--- config.mk ---
export PLATFORM = sky130hd
export DESIGN_NAME = hsl_lightness_shift
export DESIGN_NICKNAME = d
export VERILOG_FILES = /design/src/design/hsls_pkg.sv /design/src/design/hsls_front.sv /design/src/design/hsls_fifo.sv /design/src/design/hsls_div.sv /design/src/design/hsls_back.sv /design/src/design/hsl_lightness_shift.sv
export SDC_FILE = /design/constraint.sdc
export NUM_CORES = 2
export LEC_CHECK = 0
export ABC_AREA = 0
export BUFFER_PORTS_ARGS = -buffer_cell sky130_fd_sc_hd__buf_2
export CAP_MARGIN = 20
export CORE_UTILIZATION = 60
export DETAILED_ROUTE_END_ITERATION = 16
export GPL_ROUTABILITY_DRIVEN = 0
export PLACE_DENSITY_LB_ADDON = 0.25
export SETUP_SLACK_MARGIN = 0.05
export SLEW_MARGIN = 5
export SYNTH_ARGS = -nofsm -noshare
export SYNTH_HDL_FRONTEND = slang
export SYNTH_SLANG_ARGS = --single-unit
--- constraint.sdc ---
create_clock -name i_clk -period 23.6 [get_ports i_clk]
set_input_delay 2.36 -clock i_clk [delete_from_list [all_inputs] [get_ports i_clk]]
set_output_delay 2.36 -clock i_clk [all_outputs]
set_load 0.1 [all_outputs]
--- src/design/hsls_pkg.sv ---
// Shared types and constants for the HSL lightness shift block.
// Depends on nothing; every other design file imports it.
`default_nettype none

package hsls_pkg;

    // Width of the divider operands: channel sums reach 510.
    localparam int DIV_W = 9;

    // Divisor of the lightness term, (max + min) / (2 * 255).
    localparam logic [DIV_W-1:0] L_DEN = 9'd510;

    // Reciprocal of 510 scaled by 2^27, rounded up. The product with any
    // operand below 2^18, shifted down by 27, is the exact floor quotient.
    localparam logic [18:0] L_RECIP    = 19'd263173;
    localparam int          L_RECIP_SH = 27;

    localparam logic [7:0] CH_MAX = 8'd255;

    // Hue sectors, 60 degrees each.
    localparam logic [2:0] SEC_0 = 3'd0;
    localparam logic [2:0] SEC_1 = 3'd1;
    localparam logic [2:0] SEC_2 = 3'd2;
    localparam logic [2:0] SEC_3 = 3'd3;
    localparam logic [2:0] SEC_4 = 3'd4;
    localparam logic [2:0] SEC_5 = 3'd5;

    typedef struct packed {
        logic [7:0] red_in;
        logic [7:0] green_in;
        logic [7:0] blue_in;
        logic       apply;
    } t_pix_in;

    typedef struct packed {
        logic [7:0] red_out;
        logic [7:0] green_out;
        logic [7:0] blue_out;
    } t_pix_out;

    // Classified pixel handed from the front end to the back end.
    typedef struct packed {
        logic [2:0]       sec;
        logic [7:0]       s_num;
        logic [7:0]       s_den;
        logic [7:0]       f_num;
        logic [7:0]       f_den;
        logic [DIV_W-1:0] sum;
        t_pix_in          pix;
    } t_work;

endpackage

`default_nettype wire

--- src/design/hsls_front.sv ---
// Front end: registers an accepted pixel and classifies it (extremes, sector,
// divider operands). Depends on hsls_pkg.
`default_nettype none

module hsls_front
    import hsls_pkg::*;
(
    input  wire logic    i_clk,
    input  wire logic    i_rst_n,
    input  wire logic    start,
    input  wire t_pix_in i_pixel,
    output logic         busy,
    input  wire logic    i_full,
    output logic         o_push,
    output t_work        o_work
);

    logic       r_valid;
    t_pix_in    r_item;
    logic       accept;
    logic [7:0] rr, gg, bb, mx, mn, dl;
    logic [8:0] sum, tt, dl2;
    logic signed [8:0] gb;
    logic [2:0] sec;
    logic [7:0] rem;

    assign busy   = r_valid & i_full;
    assign accept = start & ~busy;
    assign o_push = r_valid & ~i_full;

    always_ff @(posedge i_clk) begin
        if (!i_rst_n) begin
            r_valid <= 1'b0;
        end else if (accept) begin
            r_valid <= 1'b1;
        end else if (o_push) begin
            r_valid <= 1'b0;
        end
    end

    always_ff @(posedge i_clk) begin
        if (accept) begin
            r_item <= i_pixel;
        end
    end

    always_comb begin
        rr  = r_item.red_in;
        gg  = r_item.green_in;
        bb  = r_item.blue_in;
        mx  = (rr > gg) ? rr : gg;
        mx  = (mx > bb) ? mx : bb;
        mn  = (rr < gg) ? rr : gg;
        mn  = (mn < bb) ? mn : bb;
        dl  = mx - mn;
        dl2 = {dl, 1'b0};
        sum = {1'b0, mx} + {1'b0, mn};
        gb  = $signed({1'b0, gg}) - $signed({1'b0, bb});
        tt  = 9'd0;
        sec = SEC_0;
        rem = 8'd0;
        if (dl == 8'd0) begin
            sec = SEC_0;
            rem = 8'd0;
        end else if (mx == rr) begin
            if (gb < 0) begin
                tt  = 9'(gb) + {1'b0, dl};
                sec = SEC_5;
                rem = tt[7:0];
            end else if (gb[7:0] >= dl) begin
                sec = SEC_1;
                rem = gb[7:0] - dl;
            end else begin
                sec = SEC_0;
                rem = gb[7:0];
            end
        end else if (mx == gg) begin
            tt = {1'b0, bb} - {1'b0, rr} + {1'b0, dl};
            if (tt >= dl2) begin
                sec = SEC_3;
                rem = 8'(tt - dl2);
            end else if (tt >= {1'b0, dl}) begin
                sec = SEC_2;
                rem = 8'(tt - {1'b0, dl});
            end else begin
                sec = SEC_1;
                rem = tt[7:0];
            end
        end else begin
            tt = {1'b0, rr} - {1'b0, gg} + {1'b0, dl};
            if (tt >= {1'b0, dl}) begin
                sec = SEC_4;
                rem = 8'(tt - {1'b0, dl});
            end else begin
                sec = SEC_3;
                rem = tt[7:0];
            end
        end
    end

    // A gray pixel divides zero by one, giving zero saturation and fraction.
    always_comb begin
        o_work.sec   = sec;
        o_work.sum   = sum;
        o_work.pix   = r_item;
        o_work.f_num = rem;
        if (dl == 8'd0) begin
            o_work.s_num = 8'd0;
            o_work.s_den = 8'd1;
            o_work.f_den = 8'd1;
        end else begin
            o_work.s_num = dl;
            o_work.s_den = (sum > {1'b0, CH_MAX}) ? 8'(L_DEN - sum) : sum[7:0];
            o_work.f_den = dl;
        end
    end

endmodule

`default_nettype wire

--- src/design/hsls_fifo.sv ---
// Two-entry queue between the front end and the back end.
// Depends on hsls_pkg for the work record type.
`default_nettype none

module hsls_fifo
    import hsls_pkg::*;
(
    input  wire logic  i_clk,
    input  wire logic  i_rst_n,
    input  wire logic  i_push,
    input  wire t_work i_work,
    output logic       o_full,
    output logic       o_valid,
    output t_work      o_work
);

    t_work      r_mem [0:1];
    logic       r_wr_ptr;
    logic       r_rd_ptr;
    logic [1:0] r_count;
    logic       pop;

    assign o_full  = (r_count == 2'd2);
    assign o_valid = (r_count != 2'd0);
    assign pop     = o_valid;
    assign o_work  = r_mem[r_rd_ptr];

    always_ff @(posedge i_clk) begin
        if (i_push) begin
            r_mem[r_wr_ptr] <= i_work;
        end
    end

    always_ff @(posedge i_clk) begin
        if (!i_rst_n) begin
            r_wr_ptr <= 1'b0;
            r_rd_ptr <= 1'b0;
            r_count  <= 2'd0;
        end else begin
            if (i_push) begin
                r_wr_ptr <= ~r_wr_ptr;
            end
            if (pop) begin
                r_rd_ptr <= ~r_rd_ptr;
            end
            r_count <= r_count + {1'b0, i_push} - {1'b0, pop};
        end
    end

`ifndef SYNTH
    // The back end drains one entry per cycle, so at most one is ever held.
    a_count_low: assert property (@(posedge i_clk) disable iff (!i_rst_n)
        r_count != 2'd2)
        else $error("queue filled up");
    a_push_blocked: assert property (@(posedge i_clk) disable iff (!i_rst_n)
        o_full |-> !i_push)
        else $error("push into a full queue");
    a_count_step: assert property (@(posedge i_clk) disable iff (!i_rst_n)
        !i_push && o_valid |=> r_count == $past(r_count) - 2'd1)
        else $error("queue count went wrong");
`endif

endmodule

`default_nettype wire

--- src/design/hsls_div.sv ---
// Pipelined restoring divider: q = floor(a * 2^FRAC / d) for a <= d,
// one quotient bit per stage. Depends on hsls_pkg for the operand width.
`default_nettype none

module hsls_div
    import hsls_pkg::*;
#(
    parameter int FRAC = 16
) (
    input  wire logic             i_clk,
    input  wire logic [DIV_W-1:0] i_a,
    input  wire logic [DIV_W-1:0] i_d,
    output logic [FRAC:0]         o_q
);

    logic [DIV_W-1:0] r_rem [0:FRAC-1];
    logic [DIV_W-1:0] r_den [0:FRAC-1];
    logic [FRAC:0]    r_quo [0:FRAC];
    logic             bit0;

    // The integer bit: the quotient reaches one only when a equals d.
    assign bit0 = (i_a >= i_d);

    always_ff @(posedge i_clk) begin
        r_rem[0] <= bit0 ? (i_a - i_d) : i_a;
        r_den[0] <= i_d;
        r_quo[0] <= {{FRAC{1'b0}}, bit0};
    end

    for (genvar k = 1; k <= FRAC; k++) begin : g_stage
        logic [DIV_W:0] trial;
        logic           qbit;
        assign trial = {r_rem[k-1], 1'b0};
        assign qbit  = (trial >= {1'b0, r_den[k-1]});
        always_ff @(posedge i_clk) begin
            r_quo[k] <= {r_quo[k-1][FRAC-1:0], qbit};
        end
        if (k < FRAC) begin : g_carry
            always_ff @(posedge i_clk) begin
                r_rem[k] <= qbit ? DIV_W'(trial - {1'b0, r_den[k-1]}) : trial[DIV_W-1:0];
                r_den[k] <= r_den[k-1];
            end
        end
    end

    assign o_q = r_quo[FRAC];

endmodule

`default_nettype wire

--- src/design/hsls_back.sv ---
// Back end: works out lightness, saturation and hue fraction, applies the
// offset and rebuilds RGB. Depends on hsls_pkg and hsls_div.
`default_nettype none

module hsls_back
    import hsls_pkg::*;
#(
    parameter int FRAC = 16
) (
    input  wire logic               i_clk,
    input  wire logic               i_rst_n,
    input  wire logic               i_valid,
    input  wire t_work              i_work,
    input  wire logic signed [17:0] i_offset,
    output logic                    o_valid,
    output t_pix_out                o_pixel
);

    localparam int LW = FRAC + 3;    // lightness after the offset
    localparam int CW = FRAC + 5;    // chroma and intermediate terms
    localparam logic signed [LW-1:0] ONE_L = LW'(1) <<< FRAC;
    localparam logic [FRAC:0]        ONE_U = (FRAC+1)'(1) << FRAC;

    // Lightness is (max + min) * 2^FRAC / 510. Splitting 2^FRAC into
    // L_Q * 510 + L_R leaves a remainder term below 2^18, which is divided
    // by 510 through the reciprocal multiply.
    localparam int unsigned L_Q = (32'd1 << FRAC) / 32'd510;
    localparam int unsigned L_R = (32'd1 << FRAC) % 32'd510;

    typedef struct packed {
        logic [2:0] sec;
        t_pix_in    pix;
    } t_side;

    logic [FRAC:0] q_l, q_s, q_f;
    t_side         r_side [0:FRAC];
    logic          r_vld  [0:FRAC];

    logic [17:0]   r_lp;
    logic [FRAC:0] r_lb;
    logic [FRAC:0] r_lum [1:FRAC];
    logic [36:0]   prod_l;

    assign prod_l = 37'(r_lp) * 37'(L_RECIP);

    // Lightness arithmetic in r_lp and r_lb, then in r_lum[1], followed by a
    // delay line that keeps the result in step with the dividers.
    always_ff @(posedge i_clk) begin
        r_lp     <= 18'(i_work.sum) * 18'(L_R);
        r_lb     <= (FRAC+1)'(i_work.sum) * (FRAC+1)'(L_Q);
        r_lum[1] <= r_lb + {{(FRAC-8){1'b0}}, prod_l[L_RECIP_SH+8:L_RECIP_SH]};
        for (int k = 2; k <= FRAC; k++) begin
            r_lum[k] <= r_lum[k-1];
        end
    end

    assign q_l = r_lum[FRAC];

    hsls_div #(.FRAC(FRAC)) u_div_s (
        .i_clk (i_clk),
        .i_a   ({1'b0, i_work.s_num}),
        .i_d   ({1'b0, i_work.s_den}),
        .o_q   (q_s)
    );

    hsls_div #(.FRAC(FRAC)) u_div_f (
        .i_clk (i_clk),
        .i_a   ({1'b0, i_work.f_num}),
        .i_d   ({1'b0, i_work.f_den}),
        .o_q   (q_f)
    );

    // Side data and valid travel alongside the divider stages.
    always_ff @(posedge i_clk) begin
        r_side[0] <= '{sec: i_work.sec, pix: i_work.pix};
        for (int k = 1; k <= FRAC; k++) begin
            r_side[k] <= r_side[k-1];
        end
    end

    always_ff @(posedge i_clk) begin
        if (!i_rst_n) begin
            for (int k = 0; k <= FRAC; k++) begin
                r_vld[k] <= 1'b0;
            end
        end else begin
            r_vld[0] <= i_valid;
            for (int k = 1; k <= FRAC; k++) begin
                r_vld[k] <= r_vld[k-1];
            end
        end
    end

    // Offset brought from Q2.16 to the working fraction width.
    logic signed [LW-1:0] off_q;
    if (FRAC >= 16) begin : g_off_up
        assign off_q = $signed({{(FRAC-15){i_offset[17]}}, i_offset}) <<< (FRAC - 16);
    end else begin : g_off_down
        logic signed [17:0] off_sh;
        assign off_sh = i_offset >>> (16 - FRAC);
        assign off_q  = off_sh[LW-1:0];
    end

    logic                 r1_vld, r2_vld, r3_vld, r4_vld;
    logic signed [LW-1:0] r1_l2, r2_l2, r3_l2;
    logic [FRAC:0]        r1_s, r2_s;
    logic [FRAC-1:0]      r1_f, r2_f, r3_f;
    t_side                r1_side, r2_side, r3_side, r4_side;
    logic signed [CW-1:0] r2_cb, r3_c, r4_c, r4_x, r4_m;

    logic signed [CW-1:0]      two_l;
    logic signed [CW-1:0]      abs_t;
    logic signed [2*CW+1:0]    prod_c;
    logic [FRAC:0]             wgt;
    logic signed [CW+FRAC+1:0] prod_x;

    always_comb begin
        two_l  = (CW'(r1_l2) <<< 1) - CW'(ONE_L);
        abs_t  = (two_l < 0) ? -two_l : two_l;
        prod_c = (2*CW+2)'(r2_cb) * $signed({{(CW-FRAC){1'b0}}, r2_s});
        wgt    = r3_side.sec[0] ? (ONE_U - {1'b0, r3_f}) : {1'b0, r3_f};
        prod_x = (CW+FRAC+2)'(r3_c) * $signed({1'b0, wgt});
    end

    always_ff @(posedge i_clk) begin
        r1_l2   <= $signed({2'b00, q_l}) + off_q;
        r1_s    <= q_s;
        r1_f    <= q_f[FRAC-1:0];
        r1_side <= r_side[FRAC];

        r2_cb   <= CW'(ONE_L) - abs_t;
        r2_l2   <= r1_l2;
        r2_s    <= r1_s;
        r2_f    <= r1_f;
        r2_side <= r1_side;

        r3_c    <= prod_c[FRAC+CW-1:FRAC];
        r3_l2   <= r2_l2;
        r3_f    <= r2_f;
        r3_side <= r2_side;

        r4_c    <= r3_c;
        r4_x    <= prod_x[FRAC+CW-1:FRAC];
        r4_m    <= CW'(r3_l2) - (r3_c >>> 1);
        r4_side <= r3_side;
    end

    always_ff @(posedge i_clk) begin
        if (!i_rst_n) begin
            r1_vld  <= 1'b0;
            r2_vld  <= 1'b0;
            r3_vld  <= 1'b0;
            r4_vld  <= 1'b0;
            o_valid <= 1'b0;
        end else begin
            r1_vld  <= r_vld[FRAC];
            r2_vld  <= r1_vld;
            r3_vld  <= r2_vld;
            r4_vld  <= r3_vld;
            o_valid <= r4_vld;
        end
    end

    // v * 255 / 2^FRAC, truncated and clamped to a channel value.
    function automatic logic [7:0] to_channel(input logic signed [CW:0] v);
        logic signed [CW+9:0] p;
        logic signed [CW+9:0] q;
        p = ((CW+10)'(v) <<< 8) - (CW+10)'(v);
        q = p >>> FRAC;
        if (v <= 0) begin
            return 8'd0;
        end else if (q > (CW+10)'(CH_MAX)) begin
            return CH_MAX;
        end else begin
            return q[7:0];
        end
    endfunction

    logic signed [CW-1:0] ch_r, ch_g, ch_b;

    always_comb begin
        case (r4_side.sec)
            SEC_0: begin
                ch_r = r4_c; ch_g = r4_x; ch_b = '0;
            end
            SEC_1: begin
                ch_r = r4_x; ch_g = r4_c; ch_b = '0;
            end
            SEC_2: begin
                ch_r = '0; ch_g = r4_c; ch_b = r4_x;
            end
            SEC_3: begin
                ch_r = '0; ch_g = r4_x; ch_b = r4_c;
            end
            SEC_4: begin
                ch_r = r4_x; ch_g = '0; ch_b = r4_c;
            end
            default: begin
                ch_r = r4_c; ch_g = '0; ch_b = r4_x;
            end
        endcase
    end

    always_ff @(posedge i_clk) begin
        if (r4_side.pix.apply) begin
            o_pixel.red_out   <= to_channel((CW+1)'(ch_r) + (CW+1)'(r4_m));
            o_pixel.green_out <= to_channel((CW+1)'(ch_g) + (CW+1)'(r4_m));
            o_pixel.blue_out  <= to_channel((CW+1)'(ch_b) + (CW+1)'(r4_m));
        end else begin
            o_pixel.red_out   <= r4_side.pix.red_in;
            o_pixel.green_out <= r4_side.pix.green_in;
            o_pixel.blue_out  <= r4_side.pix.blue_in;
        end
    end

endmodule

`default_nettype wire

--- src/design/hsl_lightness_shift.sv ---
// Top level of the HSL lightness shift block: configuration register, front
// end, queue and back end. Depends on hsls_pkg and all hsls_* modules.
//
// Usage. A pixel is offered on i_pixel with start high; it is taken at a
// rising edge where start is high and busy is low. Pixels with apply low come
// out unchanged; pixels with apply high go through RGB to HSL, get the signed
// lightness offset added, and are rebuilt and clamped to 0..255.
// The lightness offset (signed Q2.16) is written through its own channel:
// the transfer happens at an edge with i_cfg_valid and o_cfg_ready high, and
// o_cfg_ready is always high. Write it only while no pixel is in flight.
// Throughput is one pixel per clock. An accepted pixel passes through
// classification in the front end, the queue, FRAC_BITS + 1 divider
// stages (one quotient bit each) and five reconstruction stages, the
// last of which registers the result and o_valid.
// Each result is shown for exactly one cycle with o_valid high; the receiver
// cannot stall, so the back end drains the queue every cycle and busy stays
// low in operation. A synchronous active-low reset empties the pipeline and
// clears the offset to zero; no result appears from before the reset.
`default_nettype none

module hsl_lightness_shift
    import hsls_pkg::*;
#(
    parameter int FRAC_BITS = 16
) (
    input  wire logic        i_clk,
    input  wire logic        i_rst_n,
    input  wire logic        start,
    input  wire t_pix_in     i_pixel,
    output logic             busy,
    output logic             o_valid,
    output t_pix_out         o_pixel,
    input  wire logic        i_cfg_valid,
    output logic             o_cfg_ready,
    input  wire logic [17:0] i_cfg_data
);

    localparam int LATENCY = FRAC_BITS + 8;

    logic signed [17:0] r_offset;
    logic               push, full, q_valid;
    t_work              front_work, q_work;

    assign o_cfg_ready = 1'b1;

    always_ff @(posedge i_clk) begin
        if (!i_rst_n) begin
            r_offset <= '0;
        end else if (i_cfg_valid && o_cfg_ready) begin
            r_offset <= $signed(i_cfg_data);
        end
    end

    hsls_front u_front (
        .i_clk   (i_clk),
        .i_rst_n (i_rst_n),
        .start   (start),
        .i_pixel (i_pixel),
        .busy    (busy),
        .i_full  (full),
        .o_push  (push),
        .o_work  (front_work)
    );

    hsls_fifo u_fifo (
        .i_clk   (i_clk),
        .i_rst_n (i_rst_n),
        .i_push  (push),
        .i_work  (front_work),
        .o_full  (full),
        .o_valid (q_valid),
        .o_work  (q_work)
    );

    hsls_back #(.FRAC(FRAC_BITS)) u_back (
        .i_clk    (i_clk),
        .i_rst_n  (i_rst_n),
        .i_valid  (q_valid),
        .i_work   (q_work),
        .i_offset (r_offset),
        .o_valid  (o_valid),
        .o_pixel  (o_pixel)
    );

`ifndef SYNTH
    a_never_busy: assert property (@(posedge i_clk) disable iff (!i_rst_n)
        !busy)
        else $error("block stalled its input");
    a_latency: assert property (@(posedge i_clk) disable iff (!i_rst_n)
        start && !busy |-> ##LATENCY o_valid)
        else $error("accepted pixel produced no result on time");
    a_quiet_after_reset: assert property (@(posedge i_clk)
        !i_rst_n |=> !o_valid)
        else $error("result right after reset");
`endif

endmodule

`default_nettype wire
After elaboration in Yosys (flattened, before gate mapping)
Memory sizes are Yosys's and may differ from the RTL's. A register that Yosys moved wholly into a read port is not among the register bits.
Cells that the tools add are included.
{"block": "totals", "regBits": 380, "ramBits": 2057, "inputBits": 47, "n_memories": 10}
{"memory": "u_back.r_side", "words": 17, "word_bits": 28, "read_ports": 17, "rd_clocked_by_memory_dff": 1, "write_ports": 17, "line": "hsls_back.sv:36", "rtl": "t_side r_side [0:FRAC];"}
{"memory": "u_back.u_div_f.r_quo", "words": 17, "word_bits": 17, "read_ports": 17, "rd_clocked_by_memory_dff": 1, "write_ports": 17, "line": "hsls_div.sv:18", "rtl": "logic [FRAC:0] r_quo [0:FRAC];"}
{"memory": "u_back.u_div_s.r_quo", "words": 17, "word_bits": 17, "read_ports": 17, "rd_clocked_by_memory_dff": 1, "write_ports": 17, "line": "hsls_div.sv:18"}
{"memory": "u_back.r_lum", "words": 16, "word_bits": 17, "read_ports": 16, "rd_clocked_by_memory_dff": 0, "write_ports": 16, "line": "hsls_back.sv:41", "rtl": "logic [FRAC:0] r_lum [1:FRAC];"}
{"memory": "u_back.u_div_f.r_den", "words": 16, "word_bits": 9, "read_ports": 16, "rd_clocked_by_memory_dff": 0, "write_ports": 16, "line": "hsls_div.sv:17", "rtl": "logic [DIV_W-1:0] r_den [0:FRAC-1];"}
{"memory": "u_back.u_div_f.r_rem", "words": 16, "word_bits": 9, "read_ports": 16, "rd_clocked_by_memory_dff": 0, "write_ports": 16, "line": "hsls_div.sv:16", "rtl": "logic [DIV_W-1:0] r_rem [0:FRAC-1];"}
{"memory": "4 more memories"}
{"block": "classes", "add_sub_neg": 60, "n_mul": 3, "order_cmp": 51, "n_eq_ne": 7, "n_mux": 92, "bitwise": 24, "reduce_logical": 11}
{"op": ">= comparator 10 x 9 -> 1 bit", "count": 32}
{"op": "2-to-1 mux 9 bit", "count": 32}
{"op": "subtractor 9 bit", "count": 30}
{"op": "2-to-1 mux 8 bit", "count": 20}
{"op": "case mux 21 bit (2 select lines)", "count": 3}
{"op": "greater-than comparator 31 x 8 -> 1 bit (second input constant)", "count": 3}
{"op": "subtractor 30 x 22 -> 31 bit", "count": 3}
{"op": "multiplier 21 x 18 -> 37 bit", "count": 2}
{"op": "adder 21 x 21 -> 22 bit", "count": 3}
{"op": "<= comparator 22 x 1 -> 1 bit (second input constant)", "count": 3}
{"op": "subtractor 8 x 8 -> 9 bit", "count": 5}
{"op": "subtractor 8 bit", "count": 5}
{"op": "multiplier 9 x 19 -> 28 bit (second input constant)", "count": 1}
{"op": "2-to-1 mux 1 bit", "count": 26}
{"op": ">= comparator 8 bit", "count": 3}
{"op": "2-to-1 mux 24 bit", "count": 1}
{"op": "less-than comparator 21 x 1 -> 1 bit (second input constant)", "count": 1}
{"op": "2-to-1 mux 21 bit", "count": 1}
{"op": "negator 21 bit", "count": 1}
{"op": "subtractor 18 x 21 -> 21 bit (first input constant)", "count": 1}
{"op": "subtractor 19 x 20 -> 21 bit", "count": 1}
{"op": "subtractor 20 x 18 -> 21 bit (second input constant)", "count": 1}
{"op": "adder 18 x 18 -> 19 bit", "count": 1}
{"op": "adder 9 x 8 -> 9 bit", "count": 2}
{"op": "30 further kinds", "count": 67}

Longest topological paths before layout
{"block": "logic_depth", "word_depth": 12, "ltp_mapped": 44}

Modules after synthesis
From an unflattened synthesis, not the netlist that was laid out.
{"block": "unflattened", "cells_unflattened": 9777, "hier_area_um2": 105541.2}
{"mod": "hsls_back", "instances": 1, "cells_per_inst": 5346, "area_each_um2": 57856.7, "seq_area_each_um2": 23162.2}
{"mod": "hsls_div", "instances": 2, "cells_per_inst": 1658, "area_each_um2": 17594.4, "seq_area_each_um2": 8828.5}
{"mod": "hsls_front", "instances": 1, "cells_per_inst": 819, "area_each_um2": 6563.8, "seq_area_each_um2": 770.7}
{"mod": "hsls_fifo", "instances": 1, "cells_per_inst": 237, "area_each_um2": 5232.5, "seq_area_each_um2": 4244.1}
{"mod": "hsl_lightness_shift", "instances": 1, "cells_per_inst": 59, "area_each_um2": 699.4, "seq_area_each_um2": 360.3}

Worst setup path after synthesis
No wires, ideal clock.
{"block": "synth_timing", "kind": "reg-to-reg", "startpoint": "register u_front.r_item (netlist bit u_front.gg[1])", "endpoint": "memory u_fifo.r_mem[0][47] (netlist bit), data pin", "arrival_time_ns": 8.275, "required_time_ns": 23.409, "setup_slack_ns": 15.134, "stages_incl_launch_ff": 44, "n_path_buf": 4, "period_less_slack_ns": 8.466, "cell_sequence": "edfxtp_1 inv_1 ha_1 nor2b_1 o21a_1 o21a_1 o21bai_2 a21oi_2 buf_2 mux2i_1 inv_1 ha_1 o21a_1 o21a_1 o21ai_0 nand3b_1 and2_1 buf_2 [... 8 more ...] o21bai_1 a21oi_1 xor2_1 fa_1 ha_1 nand2_1 o21ai_0 xor2_1 ha_1 nand4_1 nor2_1 nor2_1 nand2_1 a21oi_1 clkbuf_1 nor2_1 a211o_1 a311oi_1"}
{"item": "from (decl)", "line": "hsls_front.sv:19", "rtl": "t_pix_in r_item;"}
{"item": "from (signal assigned)", "line": "hsls_front.sv:43", "rtl": "r_item <= i_pixel;"}
{"item": "to (decl)", "line": "hsls_fifo.sv:17", "rtl": "t_work r_mem [0:1];"}

==> flow_metrics.py <==
metrics = {
    "routing": {
        "antenna_left": 0,
        "wl_per_cell_um": 17.2,
        "viasPerCell": 5.36,
        "drcViolationCount": 0,
        "dr.pass1.iters": 6,
        "drt_iter0_drc": 4217,
        "num_vias": 62400,
        "wl_um": 200000,
    },
    "clocking": {
        "cts_hold_buffers": 0,
        "clkSinkCount": 2163,
        "cts_resized": 0,
        "cts_root_buf": "clkbuf_16",
        "cts_buffer_depth": 3,
        "post-cts-setup-buffers": 0,
        "cts_buffers": 198,
        "clock_latency_ns": 0.85,
        "ctsHtreeMaxLevel": 4,
        "cts_tree": "done",
        "clkTransAtPathRegs_ns": 0.07,
    },
    "setup_path": {
        "critPathMostFrequentCell": "ha_1",
        "max_stage_delay_ns": 0.66,
        "start_kind": "flip-flop",
        "ff2ff_setup_slack_ns": 12.80,
        "required_ns": 24.18,
        "crit_slowest_cell": "a21oi_2",
        "timing_worst_setup_path_type": "reg2reg",
        "arrival_ns": 11.38,
        "cp-end-kind": "flip-flop",
        "cp_max_fo": 27,
    },
    "placed_design": {
        "dp_hpwl_um": 148000,
        "port_buffers": 72,
        "placed_cells": 11300,
        "place_ws_ns": 12.57,
    },
    "finish": {
        "final_cells": 11600,
        "drive_gt1_frac": 0.0660,
        "nNetsFinal": 10800,
        "area_growth_pct": 9.63,
    },
    "floorplanning": {
        "initial_core_util": 0.608,
        "die_w_um": 409,
        "ioPinCount": 74,
        "num_rows": 148,
        "core-area_sq_mm": 0.164,
        "dieArea_sq_mm": 0.167,
        "dieHeight_um": 409,
    },
    "synthesis": {
        "synth_edf_count": 149,
        "synth_seq_cells": 2163,
        "seq_area_frac_synth": 0.451,
        "netlist_area_sq_mm": 0.0993,
        "syn_inst": 9219,
        "syn_area_per_cell_sq_um": 10.8,
        "yosysWarningCount": 0,
        "ys_types": 112,
        "async_flop_share": 0,
        "ys.flop_type": "dfxtp_1",
        "syn_nets": 10700,
    },
    "sta": {
        "worst_slack_ns": 12.80,
        "fin_crit_sh": 0.458,
        "setup_viol": 0,
        "finalMaxSlewViolations": 0,
        "hold_violations": 0,
        "min_period_ns": 10.80,
        "fmax_mhz": 92.6,
        "rsz0062_at_grt": "false",
        "setup_tns_ns": 0,
        "relSlewSlack": 0.289,
        "worst_pin_slew_ns": 1.06,
        "clock_skew_ns": 0.0811,
        "hold_slack_ns": 0.275,
    },
    "grt": {
        "antenna_found_initial": 5,
        "track_usage": 0.243,
        "globalRouteOverflowTotal": 0,
        "grt_max_degree": 64,
        "grt_pass1_wl_um": 330000,
        "grt_pass1_vias": 65000,
    },
    "flow_run": {
        "maxCapViolCount": 0,
    },
    "worst_hold_path": {
        "min_path_type": "reg2reg",
    },
    "run_status": {
        "outcome": "finished, final reports clean",
    },
}
## metrics by stage
step | cell area (sq um) | utilization
final | 109000 | 0.666
after global routing | 109000 | 0.666
after CTS | 109000 | 0.666
after global placement | 102000 | 0.623
after floorplan | 99300 | -
after detailed placement | 102000 | 0.623
## flip-flops by register name (all words and copies together) (netlist names), 24 cells and up, named ones only
| register | count |
|---|---|
| u_back.u_div_s.r_quo | 153 |
| u_back.r4_side | 28 |
| u_back.o_pixel | 24 |
| u_back.r_lum | 272 |
| u_back.r3_side | 28 |
| u_back.r_side | 476 |
| u_back.r1_side | 28 |
| u_back.u_div_f.r_den | 128 |
| u_back.u_div_s.r_den | 128 |
| u_back.u_div_s.r_rem | 144 |
| u_back.u_div_f.r_rem | 144 |
| u_back.r2_side | 28 |
| u_back.u_div_f.r_quo | 136 |
| u_fifo.r_mem | 124 |
## final cells by class
| type | count | area [sq um] |
|---|---|---|
| Antenna cell | 1 | 2.50 |
| Clock buffer | 267 | 5670 |
| Clock inverter | 101 | 1360 |
| Fill cell | 11900 | 54600 |
| Inverter | 1252 | 4700 |
| Multi-Input combinational cell | 5575 | 49000 |
| Sequential cell | 2163 | 44800 |
| Tap cell | 2175 | 2720 |
| Timing Repair Buffer | 113 | 669 |
## layer usage
layer	vias up	wire (um)	GRT usage
li1	30000	-	-
met1	30300	85200	0.308
met2	1625	97900	0.417
met3	478	9960	0.0386
met4	6	6820	0.0901
met5	-	33	0
## cell families (layout without fill, tap and decap cells)
family	count (synthesis)	count (layout)	share of synthesized area
mux	161	161	0.0176
flops	2163	2163	0.451
fa+ha+maj	1475	1475	0.241
simple gates	2040	2040	0.0985
xor+xnor	472	472	0.0416
other cells	1	2	0.0000378
compound gates	1426	1426	0.0940
buf+inv	1481	1733	0.0563
## cells in the final DEF (no fill, tap or decap), drive strengths merged, types with 59 or more instances in the layout
master / count
dfxtp: 2014
inv: 1265
ha: 743
fa: 732
nand2: 666
nor2: 494
a21oi: 456
a21o: 342
xnor2: 337
clkbuf: 267
and2: 266
o21ai: 231
edfxtp: 149
xor2: 135
buf: 113
nor2b: 103
nand2b: 98
nand3: 98
mux2: 96
nor3: 92
mux2i: 64
clkinv: 59
## worst max-delay path: cells and delay by family, from the launching register on
kind            cells  cell delay, ns
simple gates       11            1.90
mux                 1            0.36
fa+ha+maj           7            2.53
xor+xnor            2            0.71
buf+inv             5            0.69
compound gates     16            3.75
flops               1            0.59
## cells in the mapped netlist (all sizes together) (16+ instances only)
cell type	count	area, sq um
dfxtp	2014	40300
inv	1252	4700
ha	743	9300
fa	732	14700
nand2	666	2510
nor2	494	1860
a21oi	456	2290
a21o	342	2580
xnor2	337	2950
and2	266	1660
o21ai	231	1170
clkbuf	207	777
edfxtp	149	4470
xor2	135	1180
nor2b	103	652
nand2b	98	613
nand3	98	495
mux2	96	1080
nor3	92	477
mux2i	64	641
o21a	55	413
o21bai	55	417
nand4	54	338
a211oi	44	350
and3	35	220
a31oi	29	188
or3	29	181
or4	29	218
nor4	26	163
a22o	22	194
buf	20	97.6
or2	17	106
a21boi	16	120
## path summary, 6_finish.rpt
path	startpoint	end	cells after the start
worst max-delay path	u_front.gg[1]	u_fifo.r_mem[0][46]	42
worst min-delay path	u_back.u_div_s.r_quo[13][12]	u_back.u_div_s.r_quo[14][13]	0
worst max register to register	u_front.gg[1]	u_fifo.r_mem[0][46]	42
worst min register to register	u_back.u_div_s.r_quo[13][12]	u_back.u_div_s.r_quo[14][13]	0
Power is not shown: default switching activity piles up to over one toggle a cycle in this logic, so the estimate is an artifact.
